[src/rtl/ctc_pkg.sv]
package ctc_pkg;

   // Field widths
   localparam int SCORE_W     = 17;
   localparam int CLASS_W     = 13;
   localparam int POS_W       = 16;
   localparam int STEP_W      = 10;
   localparam int WIDTH_W     = 16;
   localparam int TSTEPS_W    = 11;
   localparam int CCOUNT_W    = 14;
   localparam int CSR_DATA_W  = 16;
   localparam int CSR_IDX_W   = 2;
   localparam int OPCODE_W    = 2;
   localparam int REQ_DATA_W  = 32;
   localparam int RSP_DATA_W  = 48;

   // Score format and limits
   localparam int FRAC_BITS   = 16;
   localparam logic [SCORE_W-1:0] ONE_Q = SCORE_W'(1) << FRAC_BITS;
   localparam int MAX_CLASSES = 8192;
   localparam int MAX_STEPS   = 1024;

   // Allowed-class mask memory organization
   localparam int MASK_ROW_W  = 32;
   localparam int MASK_ROWS   = MAX_CLASSES / MASK_ROW_W;
   localparam int BIT_IDX_W   = $clog2(MASK_ROW_W);
   localparam int ROW_IDX_W   = $clog2(MASK_ROWS);

   // Running-max sum and shared divider sizes
   localparam int SUM_W       = 30;
   localparam int MUL_W       = STEP_W + WIDTH_W;
   localparam int DIV_N_W     = SCORE_W + FRAC_BITS;
   localparam int DIV_D_W     = SUM_W;
   localparam int DIV_Q_W     = SCORE_W;
   localparam int DIV_CNT_W   = $clog2(DIV_Q_W + 1);

   // Decoupling queue
   localparam int QUEUE_DEPTH = 4;
   localparam int QPTR_W      = $clog2(QUEUE_DEPTH);

   // Request opcodes
   localparam logic [OPCODE_W-1:0] OP_SCORE = 2'd0;
   localparam logic [OPCODE_W-1:0] OP_ALLOW = 2'd1;
   localparam logic [OPCODE_W-1:0] OP_CLEAR = 2'd2;

   // Configuration register indexes
   localparam logic [CSR_IDX_W-1:0] CSR_IMAGE_WIDTH   = 2'd0;
   localparam logic [CSR_IDX_W-1:0] CSR_TIME_STEPS    = 2'd1;
   localparam logic [CSR_IDX_W-1:0] CSR_CLASS_COUNT   = 2'd2;
   localparam logic [CSR_IDX_W-1:0] CSR_FILTER_ENABLE = 2'd3;

   typedef struct packed {
      logic [WIDTH_W-1:0]  image_width;
      logic [TSTEPS_W-1:0] time_steps;
      logic [CCOUNT_W-1:0] class_count;
      logic                filter_enable;
   } cfg_type;

   // One classified score element on its way from front to back
   typedef struct packed {
      logic [SCORE_W-1:0] score;
      logic [CLASS_W-1:0] cls;
      logic               first;
      logic               eligible;
      logic               row_end;
   } elem_type;

   typedef struct packed {
      logic               start;
      logic [DIV_N_W-1:0] dividend;
      logic [DIV_D_W-1:0] divisor;
   } div_req_type;

   typedef struct packed {
      logic               done;
      logic [DIV_Q_W-1:0] quotient;
   } div_rsp_type;

   typedef struct packed {
      logic [CLASS_W-1:0] class_index;
      logic [POS_W-1:0]   position;
      logic [SCORE_W-1:0] probability;
      logic               sequence_end;
   } rsp_type;

endpackage

[src/rtl/ctc_queue.sv]
module ctc_queue (
   input  logic              clock,
   input  logic              reset,
   input  logic              push,
   input  ctc_pkg::elem_type push_data,
   output logic              full,
   input  logic              pop,
   output logic              valid,
   output ctc_pkg::elem_type pop_data
);
   import ctc_pkg::*;

   elem_type            entries_ff [QUEUE_DEPTH];
   logic [QPTR_W-1:0]   wr_ptr_ff, wr_ptr_in;
   logic [QPTR_W-1:0]   rd_ptr_ff, rd_ptr_in;
   logic [QPTR_W:0]     count_ff, count_in;

   assign full     = (count_ff == (QPTR_W+1)'(QUEUE_DEPTH));
   assign valid    = (count_ff != '0);
   assign pop_data = entries_ff[rd_ptr_ff];

   // Move pointers and occupancy
   always_comb begin
      wr_ptr_in = push ? wr_ptr_ff + QPTR_W'(1) : wr_ptr_ff;
      rd_ptr_in = pop ? rd_ptr_ff + QPTR_W'(1) : rd_ptr_ff;
      count_in  = count_ff;
      if (push && !pop) begin
         count_in = count_ff + (QPTR_W+1)'(1);
      end else if (pop && !push) begin
         count_in = count_ff - (QPTR_W+1)'(1);
      end
   end

   always_ff @(posedge clock) begin
      if (reset) begin
         wr_ptr_ff <= '0;
         rd_ptr_ff <= '0;
         count_ff  <= '0;
      end else begin
         wr_ptr_ff <= wr_ptr_in;
         rd_ptr_ff <= rd_ptr_in;
         count_ff  <= count_in;
      end
   end

   always_ff @(posedge clock) begin
      if (push) begin
         entries_ff[wr_ptr_ff] <= push_data;
      end
   end

endmodule

[config.mk]
export PLATFORM = sky130hd
export DESIGN_NAME = ctc_queue
export DESIGN_NICKNAME = d
export VERILOG_FILES = /design/src/rtl/ctc_pkg.sv /design/src/rtl/ctc_queue.sv
export SDC_FILE = /design/constraint.sdc
export NUM_CORES = 1
export LEC_CHECK = 0
export BUFFER_PORTS_ARGS = -buffer_cell sky130_fd_sc_hd__buf_4
export CORE_UTILIZATION = 40
export DETAILED_ROUTE_END_ITERATION = 10
export PLACE_DENSITY_LB_ADDON = 0.05
export SLEW_MARGIN = 30
export SYNTH_ARGS = -nofsm -noshare
export SYNTH_HDL_FRONTEND = slang
export SYNTH_SLANG_ARGS = --single-unit
[constraint.sdc]
create_clock -name clock -period 4.9 [get_ports clock]
set_input_delay 0.98 -clock clock [delete_from_list [all_inputs] [get_ports clock]]
set_output_delay 0.98 -clock clock [all_outputs]
set_load 0.02 [all_outputs]
After elaboration in Yosys (flattened, before gate mapping) --
Memories as Yosys holds them, arrays and structs flattened. A register that Yosys moved wholly into a read port is not among the register bits. Index checks and enable logic that the tools add are counted.
Cells by class: add/sub/neg operators 4, equal/unequal tests 1, muxes and demuxes 6, reductions and logical operators 6
Operator list (number):
- 3-bit two-way mux | 2
- 2-bit by 1-bit adder with 2-bit output (second input constant) | 2
- 2-bit two-way mux | 2
- 3-bit by 1-bit adder with 3-bit output (second input constant) | 1
- 3-bit == test (second input constant) | 1
- 3-bit nonzero test | 1
- 3-bit by 1-bit subtractor with 3-bit output (second input constant) | 1
- 1-bit logical AND | 2
- 1-bit zero test | 2
- 1-bit two-way mux | 2
- 2-bit nonzero test | 1
Word-level totals: flip-flop bits (word level) 7, RAM bits 132, input bits 37, output and inout bits 35, word-level logic and storage cells 21, memories kept 1
Memory list:
- entries_ff | words 4, bits a word 33, read ports 1, clocked after Yosys merged registers in 1, write ports 1, RTL line ctc_queue.sv:13 | elem_type entries_ff [QUEUE_DEPTH];

Depth between registers and ports, before layout --
depth after elaboration 4, mapped depth 7, depth with buffers taken out 7

Worst setup path before layout --
OpenSTA, ideal clock, no wires.
path kind input to register, from input port pop, to register count_ff[2], arrival time 2.170 ns, data required time 4.830 ns, path slack 2.660 ns, stages 7, path buffers 0, path through inv_1 > ha_1 > inv_1 > fa_1 > xor2_1 > or3_1 > a21oi_1
On the way: longest elaborated chain between the ends 3, elaborated cells on any way between the ends 5, those cells by class mux (1); reduce/logical (4)
Ends and longest elaborated chain:
- from (decl) | RTL line ctc_queue.sv:7 | input logic pop,
- 1-bit zero test | RTL line ctc_queue.sv:27 | if (push && !pop) begin
- 1-bit logical AND | RTL line ctc_queue.sv:27
- 3-bit two-way mux / 2-bit nonzero test (equally long branches)
- to (signal assigned) | RTL line ctc_queue.sv:42 | count_ff <= count_in;
- to (decl) | RTL line ctc_queue.sv:16 | logic [QPTR_W:0] count_ff, count_in;
Parallel ways exist; a longest one is shown, timed or not. A chain may end at the register's enable or synchronous reset.

==> results.txt <==
Horiz. Die Dim - 116 um
number of fillers in the final layout - 1,034
#FFs+latches synth - 141
Clock Pin Slew Worst Setup and Hold Paths - 0.06 ns
period utilization - 0.687
fmax - 297 MHz
Hold EP - count_ff[2]$_SDFFE_PP0P_
top sig layer - met4
GRT overflow - 0
Setup crit end kind - output pin
max-slew violation count - 0
worst hold margin - 0.495 ns
Via density - 4.77
Initial Util - 0.413
Critical Path AT - 2.38 ns
P_leak - 2.24 nW
VDD IR-drop max - 0.229 mV
Slew @ Worst Pin - 0.932 ns
hold path startpoint - count_ff[2]$_SDFFE_PP0P_
n_diodes - 0
final setup TNS - 0 ns
Residual DRC - 0
global-route wire length before repair - 13,200 um
Netlist cell types - 21
RR Endpoint - entries_ff[2][30]$_DFFE_PP_
initial antenna violation count - 0
setup violators final - 0
MaxCap Viol Count - 0
power per cell area - 460 nW/um2
delay-heaviest family, CP - flip-flops
Total GRT Usage - 0.142
# IOs - 72
syn_nets - 260
Die ar. - 13,600 um2
Initial DRT Pass Iterations - 5
Setup Skew - 0.00562 ns
clk_lat worst skew - 0.40 ns
TritonCTS clock tree - done
clock buffer depth - 2
worst reg2reg path startpoint - wr_ptr_ff[0]$_SDFFE_PP0P_
R2R depth - 3
relative slew slack - 0.378
Core ar. - 12,700 um2
Syn-to-layout area delta - 24.1%
most numerous cell on the critical path - buf_4
via count - 2,307
crit-path cells - buf_4 > mux4_2 > buf_4
WHS Path Cells - 2
Crit Path Class - register to output pin
critical path peak fanout - 21
DP HPWL - 4890 um
met3 wire length - 468 um
Detailed Route Iter0 Violations - 123
synthesized instance count - 217
hold_buf cts - 0
CP max stage delay - 0.82 ns
Mean Syn Cell Area - 24.1 um2
count of port buffers added during placement - 71
register area share after synthesis - 0.791
ys async rst share - 0
die height - 116 um
Wirelength per Cell - 18.3 um
Post-synth EDFFs - 132
Routability Congestion - 0.624
Hold Crit Class - register to register
TritonCTS Buffers - 17
root buf cell - clkbuf_16
Rows - 41
most frequent cells in the layout - 132 x edfxtp_1, 72 x buf_4, 30 x mux4_2
largest net degree at the start of global routing - 34
Crit-path slowest cell - dfxtp_2
min cycle time layout - 3.36 ns
Required @ worst endpoint - 3.92 ns
RSZ-0062 raised after global routing - false
post-CTS setup buffers - 0
Fin. Hold Viols - 0
WL final - 8860 um
M1 wire length - 3990 um
Met2 Wirelength - 4310 um
Syn Std Cell Area - 5240 um2
Startpoint Class - register
nets - 342
CP bufs+invs - 2
reg2reg setup slack - 3.18 ns
most common cell after layout, fill and taps aside - edfxtp_1
Syn. warnings - 0
status - finished, final reports clean
share of cells above drive strength 1 - 0.429
CTS resizes - 0
antenna-violating nets left - 0
Main synth FF type - edfxtp_1
H-tree Lvls - 4
vias in the first global route - 2,425
Num Clock Sinks - 141
power by group:
part	internal (mW)	switching, mW
combinational	0.152	0.154
sequential	1.38	0.0366
clock	0.825	0.441
Yosys cell counts (2+ instances only):
cell	number	area share
and2_1	4	0.0048
buf_12	3	0.011
buf_2	3	0.0029
clkbuf_1	2	0.0014
dfxtp_1	9	0.034
edfxtp_1	132	0.76
ha_1	5	0.012
inv_1	4	0.0029
mux2i_1	2	0.0038
mux4_1	3	0.015
mux4_2	30	0.13
nor2_1	7	0.0050
or3_1	2	0.0024
xnor2_1	2	0.0033
xor2_1	3	0.0050
state kept, by name, summed over array words and instances, names as in the netlist, named ones only:
register,flops
rd_ptr_ff,2
entries_ff,132
wr_ptr_ff,2
count_ff,3
through the flow:
stage	power, mW	setup slack (ns)	cell area [um2]	std cells	utilization
finish	2.99	1.54	6500	484	0.513
global route	3.10	1.32	6500	484	0.513
CTS	3.03	1.42	6500	484	0.513
detailed placement	1.76	1.86	5910	452	0.466
global placement	1.75	1.88	5910	452	0.466
floorplan	1.63	2.66	5240	217	-
worst min-delay path, delay by kind of cell (launching register included):
kind            cells  cell delay (ns)
flops               1             0.32
compound gates      2             0.13
worst max-delay path by stage:
stage,endpoint,slack (ns),depth (start not counted)
2_1_floorplan,count_ff[2]$_SDFFE_PP0P_,2.66,7
3_3_place_gp,pop_data[11],1.88,3
3_5_place_dp,pop_data[11],1.86,3
4_1_cts,pop_data[11],1.42,3
5_1_grt,pop_data[11],1.32,3
6_report,pop_data[10],1.54,3
cells by family after synthesis:
group                      share of synthesized area
buffers and inverters                         0.0208
adders and majority gates                     0.0158
AOI/OAI and AO/OA                            0.00191
DFF                                            0.791
xor gates and xnor gates                     0.00836
and+or+nand+nor                               0.0143
muxes                                          0.148
routing by layer:
metal	up-vias	track usage
met5	-	0
met4	0	0.0564
met3	9	0.0540
met2	56	0.215
met1	1179	0.186
li1	1063	-
area by class of cell:
type | count | area [um2] | share of cell area
clock buffers | 25 | 475 | 0.0731
clock inverters | 7 | 113 | 0.0173
inverters | 4 | 15.0 | 0.00231
multi-input cells | 63 | 995 | 0.153
flip-flops and latches | 141 | 4150 | 0.638
well taps | 172 | 215 | 0.0331
repair buffers | 72 | 541 | 0.0832
Power figures use the tool's default switching activity.
