## src/rtl/ctc_pkg.sv

```systemverilog
package ctc_pkg;

   // Field widths
   localparam int SCORE_W     = 17;
   localparam int CLASS_W     = 13;
   localparam int POS_W       = 16;
   localparam int STEP_W      = 10;
   localparam int WIDTH_W     = 16;
   localparam int TSTEPS_W    = 11;
   localparam int CCOUNT_W    = 14;
   localparam int CSR_DATA_W  = 16;
   localparam int CSR_IDX_W   = 2;
   localparam int OPCODE_W    = 2;
   localparam int REQ_DATA_W  = 32;
   localparam int RSP_DATA_W  = 48;

   // Score format and limits
   localparam int FRAC_BITS   = 16;
   localparam logic [SCORE_W-1:0] ONE_Q = SCORE_W'(1) << FRAC_BITS;
   localparam int MAX_CLASSES = 8192;
   localparam int MAX_STEPS   = 1024;

   // Allowed-class mask memory organization
   localparam int MASK_ROW_W  = 32;
   localparam int MASK_ROWS   = MAX_CLASSES / MASK_ROW_W;
   localparam int BIT_IDX_W   = $clog2(MASK_ROW_W);
   localparam int ROW_IDX_W   = $clog2(MASK_ROWS);

   // Running-max sum and shared divider sizes
   localparam int SUM_W       = 30;
   localparam int MUL_W       = STEP_W + WIDTH_W;
   localparam int DIV_N_W     = SCORE_W + FRAC_BITS;
   localparam int DIV_D_W     = SUM_W;
   localparam int DIV_Q_W     = SCORE_W;
   localparam int DIV_CNT_W   = $clog2(DIV_Q_W + 1);

   // Decoupling queue
   localparam int QUEUE_DEPTH = 4;
   localparam int QPTR_W      = $clog2(QUEUE_DEPTH);

   // Request opcodes
   localparam logic [OPCODE_W-1:0] OP_SCORE = 2'd0;
   localparam logic [OPCODE_W-1:0] OP_ALLOW = 2'd1;
   localparam logic [OPCODE_W-1:0] OP_CLEAR = 2'd2;

   // Configuration register indexes
   localparam logic [CSR_IDX_W-1:0] CSR_IMAGE_WIDTH   = 2'd0;
   localparam logic [CSR_IDX_W-1:0] CSR_TIME_STEPS    = 2'd1;
   localparam logic [CSR_IDX_W-1:0] CSR_CLASS_COUNT   = 2'd2;
   localparam logic [CSR_IDX_W-1:0] CSR_FILTER_ENABLE = 2'd3;

   typedef struct packed {
      logic [WIDTH_W-1:0]  image_width;
      logic [TSTEPS_W-1:0] time_steps;
      logic [CCOUNT_W-1:0] class_count;
      logic                filter_enable;
   } cfg_type;

   // One classified score element on its way from front to back
   typedef struct packed {
      logic [SCORE_W-1:0] score;
      logic [CLASS_W-1:0] cls;
      logic               first;
      logic               eligible;
      logic               row_end;
   } elem_type;

   typedef struct packed {
      logic               start;
      logic [DIV_N_W-1:0] dividend;
      logic [DIV_D_W-1:0] divisor;
   } div_req_type;

   typedef struct packed {
      logic               done;
      logic [DIV_Q_W-1:0] quotient;
   } div_rsp_type;

   typedef struct packed {
      logic [CLASS_W-1:0] class_index;
      logic [POS_W-1:0]   position;
      logic [SCORE_W-1:0] probability;
      logic               sequence_end;
   } rsp_type;

endpackage

```

## src/rtl/ctc_div.sv

```systemverilog
module ctc_div (
   input  logic                 clock,
   input  logic                 reset,
   input  ctc_pkg::div_req_type req,
   output ctc_pkg::div_rsp_type rsp
);
   import ctc_pkg::*;

   // Restoring divider, one quotient bit per cycle. Callers guarantee
   // that the quotient fits in DIV_Q_W bits.
   logic                 busy_ff, busy_in;
   logic                 done_ff, done_in;
   logic [DIV_CNT_W-1:0] cnt_ff, cnt_in;
   logic [DIV_D_W-1:0]   rem_ff, rem_in;
   logic [DIV_Q_W-1:0]   quo_ff, quo_in;
   logic [DIV_D_W-1:0]   dsr_ff, dsr_in;
   logic [DIV_D_W:0]     trial;
   logic [DIV_D_W:0]     diff;
   logic                 ge;

   assign trial = {rem_ff, quo_ff[DIV_Q_W-1]};
   assign ge    = trial >= {1'b0, dsr_ff};
   assign diff  = trial - {1'b0, dsr_ff};

   always_comb begin
      busy_in = busy_ff;
      done_in = 1'b0;
      cnt_in  = cnt_ff;
      rem_in  = rem_ff;
      quo_in  = quo_ff;
      dsr_in  = dsr_ff;
      if (req.start) begin
         // Load the high part of the dividend as the partial remainder
         busy_in = 1'b1;
         cnt_in  = DIV_CNT_W'(DIV_Q_W);
         rem_in  = DIV_D_W'(req.dividend[DIV_N_W-1:DIV_Q_W]);
         quo_in  = req.dividend[DIV_Q_W-1:0];
         dsr_in  = req.divisor;
      end else if (busy_ff) begin
         rem_in = ge ? diff[DIV_D_W-1:0] : trial[DIV_D_W-1:0];
         quo_in = {quo_ff[DIV_Q_W-2:0], ge};
         cnt_in = cnt_ff - DIV_CNT_W'(1);
         if (cnt_ff == DIV_CNT_W'(1)) begin
            busy_in = 1'b0;
            done_in = 1'b1;
         end
      end
   end

   always_ff @(posedge clock) begin
      if (reset) begin
         busy_ff <= 1'b0;
         done_ff <= 1'b0;
         cnt_ff  <= '0;
      end else begin
         busy_ff <= busy_in;
         done_ff <= done_in;
         cnt_ff  <= cnt_in;
      end
   end

   always_ff @(posedge clock) begin
      rem_ff <= rem_in;
      quo_ff <= quo_in;
      dsr_ff <= dsr_in;
   end

   assign rsp.done     = done_ff;
   assign rsp.quotient = quo_ff;

endmodule

```

## src/rtl/ctc_back.sv

```systemverilog
module ctc_back (
   input  logic              clock,
   input  logic              reset,
   input  ctc_pkg::cfg_type  cfg,
   input  logic              q_valid,
   input  ctc_pkg::elem_type q_data,
   output logic              q_pop,
   output logic              rsp_valid,
   input  logic              rsp_ready,
   output ctc_pkg::rsp_type  rsp_data
);
   import ctc_pkg::*;

   typedef enum logic [6:0] {
      ST_RUN      = 7'b0000001,
      ST_POS_MUL  = 7'b0000010,
      ST_POS_DIV  = 7'b0000100,
      ST_FAC_DIV  = 7'b0001000,
      ST_PROD_MUL = 7'b0010000,
      ST_EMIT_SYM = 7'b0100000,
      ST_EMIT_END = 7'b1000000
   } back_state_type;

   back_state_type       state_ff, state_in;
   logic [SCORE_W-1:0]   best_score_ff, best_score_in;
   logic [CLASS_W-1:0]   best_class_ff, best_class_in;
   logic [SUM_W-1:0]     sum_ff, sum_in;
   logic [CLASS_W-1:0]   prev_ff, prev_in;
   logic [STEP_W-1:0]    step_ff, step_in;
   logic [SCORE_W-1:0]   prod_ff, prod_in;
   logic                 last_ff, last_in;
   logic [MUL_W-1:0]     mul_ff, mul_in;
   logic [POS_W-1:0]     pos_ff, pos_in;
   logic [SCORE_W-1:0]   factor_ff, factor_in;
   logic                 div_start_ff, div_start_in;
   logic                 rsp_valid_ff, rsp_valid_in;
   rsp_type              rsp_ff, rsp_in;

   logic [TSTEPS_W-1:0]  steps_lim;
   logic                 upd;
   logic                 seq_last;
   logic                 emit;
   logic                 slot_free;
   logic [2*SCORE_W-1:0] prod_wide;
   div_req_type          div_req;
   div_rsp_type          div_rsp;

   ctc_div u_div (
      .clock (clock),
      .reset (reset),
      .req   (div_req),
      .rsp   (div_rsp)
   );

   // Saturate the step count
   always_comb begin
      if (cfg.time_steps < TSTEPS_W'(1)) begin
         steps_lim = TSTEPS_W'(1);
      end else if (cfg.time_steps > TSTEPS_W'(MAX_STEPS)) begin
         steps_lim = TSTEPS_W'(MAX_STEPS);
      end else begin
         steps_lim = cfg.time_steps;
      end
   end

   assign q_pop     = q_valid && (state_ff == ST_RUN);
   assign slot_free = !rsp_valid_ff || rsp_ready;
   assign seq_last  = (TSTEPS_W'(step_ff) + TSTEPS_W'(1)) >= steps_lim;
   assign prod_wide = (2*SCORE_W)'(prod_ff) * (2*SCORE_W)'(factor_ff);

   // Shared divider: position first, then the normalized factor
   always_comb begin
      div_req.start = div_start_ff;
      if (state_ff == ST_FAC_DIV) begin
         div_req.dividend = {best_score_ff, FRAC_BITS'(0)};
         div_req.divisor  = sum_ff;
      end else begin
         div_req.dividend = DIV_N_W'(mul_ff);
         div_req.divisor  = DIV_D_W'(steps_lim);
      end
   end

   // Argmax update for the element at the queue head
   always_comb begin
      upd           = q_data.first ||
                      (q_data.eligible && (q_data.score > best_score_ff));
      best_score_in = best_score_ff;
      best_class_in = best_class_ff;
      sum_in        = sum_ff;
      if (q_pop && q_data.first) begin
         best_score_in = q_data.score;
         best_class_in = '0;
         sum_in        = SUM_W'(q_data.score);
      end else if (q_pop && upd) begin
         best_score_in = q_data.score;
         best_class_in = q_data.cls;
         sum_in        = sum_ff + SUM_W'(q_data.score);
      end
      emit = (best_class_in != '0) && (best_class_in != prev_ff);
   end

   // Row-end sequencer and output register
   always_comb begin
      state_in     = state_ff;
      prev_in      = prev_ff;
      step_in      = step_ff;
      prod_in      = prod_ff;
      last_in      = last_ff;
      mul_in       = mul_ff;
      pos_in       = pos_ff;
      factor_in    = factor_ff;
      div_start_in = 1'b0;
      rsp_in       = rsp_ff;
      rsp_valid_in = rsp_valid_ff && !rsp_ready;

      unique case (state_ff)
         ST_RUN: begin
            if (q_pop && q_data.row_end) begin
               prev_in = best_class_in;
               last_in = seq_last;
               if (emit) begin
                  state_in = ST_POS_MUL;
               end else if (seq_last) begin
                  state_in = ST_EMIT_END;
               end else begin
                  step_in = step_ff + STEP_W'(1);
               end
            end
         end
         ST_POS_MUL: begin
            mul_in       = MUL_W'(step_ff) * MUL_W'(cfg.image_width);
            div_start_in = 1'b1;
            state_in     = ST_POS_DIV;
         end
         ST_POS_DIV: begin
            if (div_rsp.done) begin
               pos_in = div_rsp.quotient[POS_W-1:0];
               if (!cfg.filter_enable) begin
                  factor_in = best_score_ff;
                  state_in  = ST_PROD_MUL;
               end else if (sum_ff == '0) begin
                  factor_in = '0;
                  state_in  = ST_PROD_MUL;
               end else begin
                  div_start_in = 1'b1;
                  state_in     = ST_FAC_DIV;
               end
            end
         end
         ST_FAC_DIV: begin
            if (div_rsp.done) begin
               factor_in = div_rsp.quotient;
               state_in  = ST_PROD_MUL;
            end
         end
         ST_PROD_MUL: begin
            prod_in  = prod_wide[FRAC_BITS +: SCORE_W];
            state_in = ST_EMIT_SYM;
         end
         ST_EMIT_SYM: begin
            if (slot_free) begin
               rsp_valid_in        = 1'b1;
               rsp_in.class_index  = best_class_ff;
               rsp_in.position     = pos_ff;
               rsp_in.probability  = prod_ff;
               rsp_in.sequence_end = 1'b0;
               if (last_ff) begin
                  state_in = ST_EMIT_END;
               end else begin
                  step_in  = step_ff + STEP_W'(1);
                  state_in = ST_RUN;
               end
            end
         end
         ST_EMIT_END: begin
            if (slot_free) begin
               rsp_valid_in        = 1'b1;
               rsp_in.class_index  = '0;
               rsp_in.position     = '0;
               rsp_in.probability  = prod_ff;
               rsp_in.sequence_end = 1'b1;
               step_in             = '0;
               prev_in             = '0;
               prod_in             = ONE_Q;
               state_in            = ST_RUN;
            end
         end
         default: begin
            state_in = ST_RUN;
         end
      endcase
   end

   always_ff @(posedge clock) begin
      if (reset) begin
         state_ff      <= ST_RUN;
         best_score_ff <= '0;
         best_class_ff <= '0;
         sum_ff        <= '0;
         prev_ff       <= '0;
         step_ff       <= '0;
         prod_ff       <= ONE_Q;
         last_ff       <= 1'b0;
         div_start_ff  <= 1'b0;
         rsp_valid_ff  <= 1'b0;
      end else begin
         state_ff      <= state_in;
         best_score_ff <= best_score_in;
         best_class_ff <= best_class_in;
         sum_ff        <= sum_in;
         prev_ff       <= prev_in;
         step_ff       <= step_in;
         prod_ff       <= prod_in;
         last_ff       <= last_in;
         div_start_ff  <= div_start_in;
         rsp_valid_ff  <= rsp_valid_in;
      end
   end

   always_ff @(posedge clock) begin
      mul_ff    <= mul_in;
      pos_ff    <= pos_in;
      factor_ff <= factor_in;
      rsp_ff    <= rsp_in;
   end

   assign rsp_valid = rsp_valid_ff;
   assign rsp_data  = rsp_ff;

endmodule
```

## config.mk

```make
export PLATFORM = sky130hd
export DESIGN_NAME = ctc_back
export DESIGN_NICKNAME = d
export VERILOG_FILES = /design/src/rtl/ctc_pkg.sv /design/src/rtl/ctc_div.sv /design/src/rtl/ctc_back.sv
export SDC_FILE = /design/constraint.sdc
export NUM_CORES = 2
export LEC_CHECK = 0
export BUFFER_PORTS_ARGS = -buffer_cell sky130_fd_sc_hd__buf_2
export CELL_PAD_IN_SITES_DETAIL_PLACEMENT = 0
export CELL_PAD_IN_SITES_GLOBAL_PLACEMENT = 1
export CORE_UTILIZATION = 45
export CTS_CLUSTER_SIZE = 16
export DETAILED_ROUTE_END_ITERATION = 7
export GPL_TIMING_DRIVEN = 0
export PLACE_DENSITY_LB_ADDON = 0.1
export SLEW_MARGIN = 30
export SYNTH_ARGS = -nofsm -noshare
export SYNTH_HDL_FRONTEND = slang
export SYNTH_SLANG_ARGS = --single-unit
```

## constraint.sdc

```tcl
create_clock -name clock -period 17.4 [get_ports clock]
set_input_delay 1.74 -clock clock [delete_from_list [all_inputs] [get_ports clock]]
set_output_delay 1.74 -clock clock [all_outputs]
set_load 0.005 [all_outputs]
```

[Word-level counts from Yosys, hierarchy flattened]
Cells that the tools add are included.
Storage, ports and cells
  RAM bits: 0
  flip-flop bits (word level): 300
  ROM bits: 0
  word-level logic and storage cells: 148
  bits in latches: 0
  output and inout port bits: 49
  memories: 0
  input bits: 79
Operators by class
  $add $sub $neg: 5
  reduce and logical (&&, ||, !) cells: 32
  bitwise logic cells: 1
  mux-type cells: 57
  eq/ne operators: 19
  shifts and indexed selects: 0
  multipliers: 2
  divide/modulo/power cells: 0
  $lt $le $gt $ge: 5
Operators with widths (count)
  $mux 17: 11
  $mux 47: 2
  $pmux 47 s2: 1
  $pmux 17 s2: 2
  $mux 63: 1
  $mux 10: 6
  $mux 7: 8
  $mux 13: 4
  $pmux 7 s7: 1
  $mul 17x17->33: 1
  $mux 16: 2
  $ge 31x30->1: 1
  $add 30x17->30: 1
  $logic_not 30->1: 1
  $mux 30: 1
  $pmux 10 s3: 1
  $sub 30x30->30: 1
  $mul 10x16->26: 1
  $pmux 13 s2: 1
  $mux 11: 2
  $mux 5: 4
  $gt 17x17->1: 1
  $ne 13x13->1: 1
  $reduce_bool 13->1: 1
  other kinds (32): 65

[Longest topological paths before layout]
  word-level depth: 11
  mapped depth: 26
  depth with buffers taken out: 25

[Cells and area by module]
A second synthesis with hierarchy kept.
Second synthesis, totals
  cells, all modules: 3108
  area, all modules: 29256.8 µm²
Modules (own cells, without submodules)
  ctc_back: seq. area each 5385.2 µm², times used 1, area an instance 24044.3 µm², cells an instance 2585
  ctc_div: seq. area each 2312.2 µm², times used 1, area an instance 5212.5 µm², cells an instance 523

[Worst setup path after synthesis]
Ideal clock, no wire load.
  path type: input to register
  start point: input port cfg[35] in the netlist's numbering
  end point: register mul_ff[25], data pin
  setup time: 258 ps
  setup slack: 10393 ps
  stages: 22
  data required time: 17142 ps
  arrival: 6749 ps
  buffers on the path: 1
  cell sequence: clkbuf_1 nand2_1 fa_1 inv_1 fa_1 inv_1 fa_1 inv_1 fa_1 fa_1 ha_1 o211a_1 and3_1 o211ai_1 a21boi_0 o31ai_1 a211oi_1 a211oi_1 nor2b_1 nand4_1 nand3b_1 xnor2_1
Between the ends
  longest elaborated chain between the ends: 1
Ends and longest elaborated chain
  start, declared: RTL line ctc_back.sv:4  | input ctc_pkg::cfg_type cfg,
  $mul 10x16->26: RTL line ctc_back.sv:131  | mul_in = MUL_W'(step_ff) * MUL_W'(cfg.image_width);
  end signal, assigned: RTL line ctc_back.sv:221  | mul_ff <= mul_in;
  end, declared: RTL line ctc_back.sv:32  | logic [MUL_W-1:0] mul_ff, mul_in;
No other way between the ends.
A chain may end at the register's enable or synchronous reset.

[Worst setup path in the final report]
  start point: register prod_ff[8]
  end point: register prod_ff[15]
Between the ends
  longest elaborated chain between the ends: 2
Ends and longest elaborated chain
  start, declared: RTL line ctc_back.sv:30  | logic [SCORE_W-1:0] prod_ff, prod_in;
  start signal, assigned: RTL line ctc_back.sv:213  | prod_ff <= prod_in;
  $mul 17x17->33: RTL line ctc_back.sv:69  | assign prod_wide = (2*SCORE_W)'(prod_ff) * (2*SCORE_W)'(factor_ff);
  $pmux 17 s2: RTL line ctc_back.sv:116  | unique case (state_ff)
No other way between the ends.

==> impl_metrics.csv <==
group,metric,value,unit
floorplanning,core_area,0.0645,sq mm
timing,setup_violations,0,
floorplanning,fp.dieArea,0.0663,sq mm
route,detail-route-antenna-nets,0,
finish,num_antenna_cells,0,
clock_tree,cts-root-buf,"clkbuf_16",
timing,tightest_slew,935,ps
timing,finalSetupTns,0,ps
synth,synthTopCellsByArea,"fa_1 23%, edfxtp_1 17%, ha_1 10%, dfxtp_1 8.9%, nand2_1 6.1%",
pwr,total_power,2.43,mW
synth,yosys.area.top_type,"fa_1",
timing,period_minus_slack,8260,ps
pwr,powerDensity,75.4,mW/mm^2
route,drt-total-wl,85700,um
finish,register_area,0.00770,sq mm
critical_path,start_kind,"register",
global_route,grt_pass1_vias,23800,
critical_path,crit_type,"reg2reg",
clock_tree,h-tree-depth,2,
synth,async_flop_share,0,%
global_route,antenna_found_initial,1,
pwr,leakagePower,14.3,nW
finish,final_common_cell,"nand2_1",
synth,syn_nets,3850,
floorplanning,die_w,257,um
route,routedWlPerCell,20.3,um
route,vias_per_cell,5.43,
synth,netlist_area,0.0294,sq mm
route,drt_iter0_drc,1421,
placement,gp_congestion,0.901,
placement,port_buffers,97,
finish,fin_nets,3993,
global_route,gr-total-overflow,0,
clock_tree,clk_latency,580,ps
synth,ys_seq_area_share,26.2,%
finish,area_growth,9.86,%
timing,timing.final.hold_violations,0,
clock_tree,numCtsBuffers,38,
job,max_cap_viol_count,0,
clock_tree,post_cts_resized,0,
critical_path,arrival,8730,ps
global_route,grt.total_usage,26.5,%
timing,finalClockSkew,35.4,ps
synth,synth_cell_types,83,
synth,synth_edf_count,169,
critical_path,worstSetupEndpointType,"register",
clock_tree,postCtsSetupBuffers,0,
finish,final_cells,4225,
floorplanning,pin_count,128,
route,wl_met1,38100,um
finish,post-route-util,50.0,%
clock_tree,cts_max_path_buffers,3,
route,drtPass1Iterations,7,
floorplanning,dieHeight,257,um
synth,synth_top_flop_cell,"edfxtp_1",
clock_tree,cts_tree,"yes",
placement,dp_cells,4155,
finish,final_cell_mix,"479 x nand2_1, 470 x inv_1, 333 x fa_1, 244 x and2_1, 241 x ha_1",
finish,layout-drive-gt1-share,5.64,%
route,highest_layer,"met5",
global_route,grt_pass1_wl,137000,um
route,vias,23000,
finish,fin_area,0.0323,sq mm
route,drc_errors,0,
synth,synth_top_cell_area_share,22.7,%
placement,place_hpwl,68600,um
timing,maxSlewViolCount,0,
synth,syn_inst,3197,
route,dr_wl_met3,3600,um
placement,place_area,0.0310,sq mm
clock_tree,postCtsHoldBufs,0,
floorplanning,std_cell_rows,93,
min_path,hold_class,"reg2reg",
critical_path,worstPathMaxFanout,10,
finish,fill_cells,6204,
global_route,grt_max_degree,33,
critical_path,crit_required,17870,ps
timing,relSlewSlack,37.7,%
timing,finalCritPeriodShare,47.5,%
clock_tree,cts_sinks,300,
floorplanning,start_util,45.5,%
synth,syn_avg_cell_area,9.18,sq um
run_status,status,"complete, no violations",
synth,yosys_warnings,0,
timing,rsz0062_at_grt,"false",
pwr,ir_drop,0.0719,mV
route,wl_met2,41200,um
clock_tree,path_clk_slew,60,ps
finish,multi_input_area,0.0193,sq mm
synth,synth_seq_cells,300,
timing,clock.fmax,121,MHz
-- cells by family (layout without fill, tap and decap cells) --
kind of cell | count (synthesis) | count (layout) | share of synthesized area [%]
flip-flops | 300 | 300 | 26.2
XOR/XNOR | 98 | 98 | 2.92
AO/OA/AOI/OAI | 458 | 458 | 10.3
buffers and inverters | 625 | 798 | 8.06
multiplexers | 29 | 29 | 0.993
AND/OR/NAND/NOR | 1113 | 1113 | 18.5
adder cells (fa/ha/maj) | 574 | 574 | 33.0
-- layout make-up --
class                      instances  share of cell area, %
buffer                           153                   1.85
sequential                       300                   23.9
clock buffer                      56                   3.38
clock inverter                    14                  0.349
multi-input combinational       2272                   59.9
tap                              855                   3.32
inverter                         472                   5.49
timing repair buffer             103                   1.87
-- layer usage --
layer,track usage (%),vias up
li1,-,10800
met1,35.4,11500
met2,44.7,562
met3,3.00,145
met4,8.97,2
met5,0,-
-- stage by stage --
step	worst slack, ps	hold WS (ps)
after floorplan	10390	406
after global placement	9190	411
after detailed placement	9150	415
after CTS	9120	429
after global routing	8880	445
final	9140	428
-- critical path: stages, from the launching register on --
cell and delay (ps):
dfxtp_1 370, clkbuf_1 450, clkbuf_1 600, nand2_1 160, fa_1 540, inv_1 60, fa_1 470, fa_1 540
fa_1 550, fa_1 560, inv_1 60, fa_1 520, inv_1 40, ha_1 330, a21o_1 180, a21o_1 200
a211oi_1 470, a211oi_1 210, or2_2 360, o41a_1 390, a41o_1 310, o21a_1 190, or3_1 310, a32o_1 260
-- final timing paths --
kind / from / endpoint / slack (ps) / cells after the start
setup / recovery: prod_ff[8] / prod_ff[15] / 9140 / 23
hold / removal: prod_ff[10] / rsp_data[11] / 430 / 0
setup reg to reg: prod_ff[8] / prod_ff[15] / 9140 / 23
hold reg to reg: prod_ff[10] / rsp_data[11] / 430 / 0
-- power by group --
part	leakage, nW	internal [mW]	switching [mW]
combinational	11.1	0.320	0.503
clock	0.583	0.439	0.333
sequential	2.64	0.802	0.0355
-- registers in the layout, summed over array words and instances, names as in the netlist --
signal and count:
step_ff 10, u_div.cnt_ff 5, pos_ff 16, prev_ff 13
u_div.done_ff 1, u_div.busy_ff 1, best_class_ff 13, div_start_ff 1
rsp_valid 1, rsp_data 47, u_div.rem_ff 30, u_div.quo_ff 17
u_div.dsr_ff 30, prod_ff 17, mul_ff 26, last_ff 1
sum_ff 30, best_score_ff 17, factor_ff 17, state_ff 7
-- Yosys cell counts (5+ instances only) --
master and n:
or3_1 17, a21o_1 26, inv_1 470, nand4_1 18
edfxtp_1 169, buf_1 11, xnor2_1 69, nor3_1 34
o21bai_1 6, a21boi_0 6, nor2_1 129, nand3b_1 8
clkbuf_1 137, a22oi_1 8, nand2b_1 9, a22o_1 16
fa_1 333, o2bb2ai_1 15, a221oi_1 5, nand3_1 59
o21a_1 13, o31ai_1 19, and2_1 244, nor2b_1 27
o21ai_0 83, a21oi_1 128, dfxtp_1 131, xor2_1 29
o211ai_1 15, nand2_1 480, ha_1 241, nor4_1 19
a311oi_1 8, a211oi_1 23, a31oi_1 33, mux2i_1 28
and3_1 34
(Power assumes the default switching activity.)
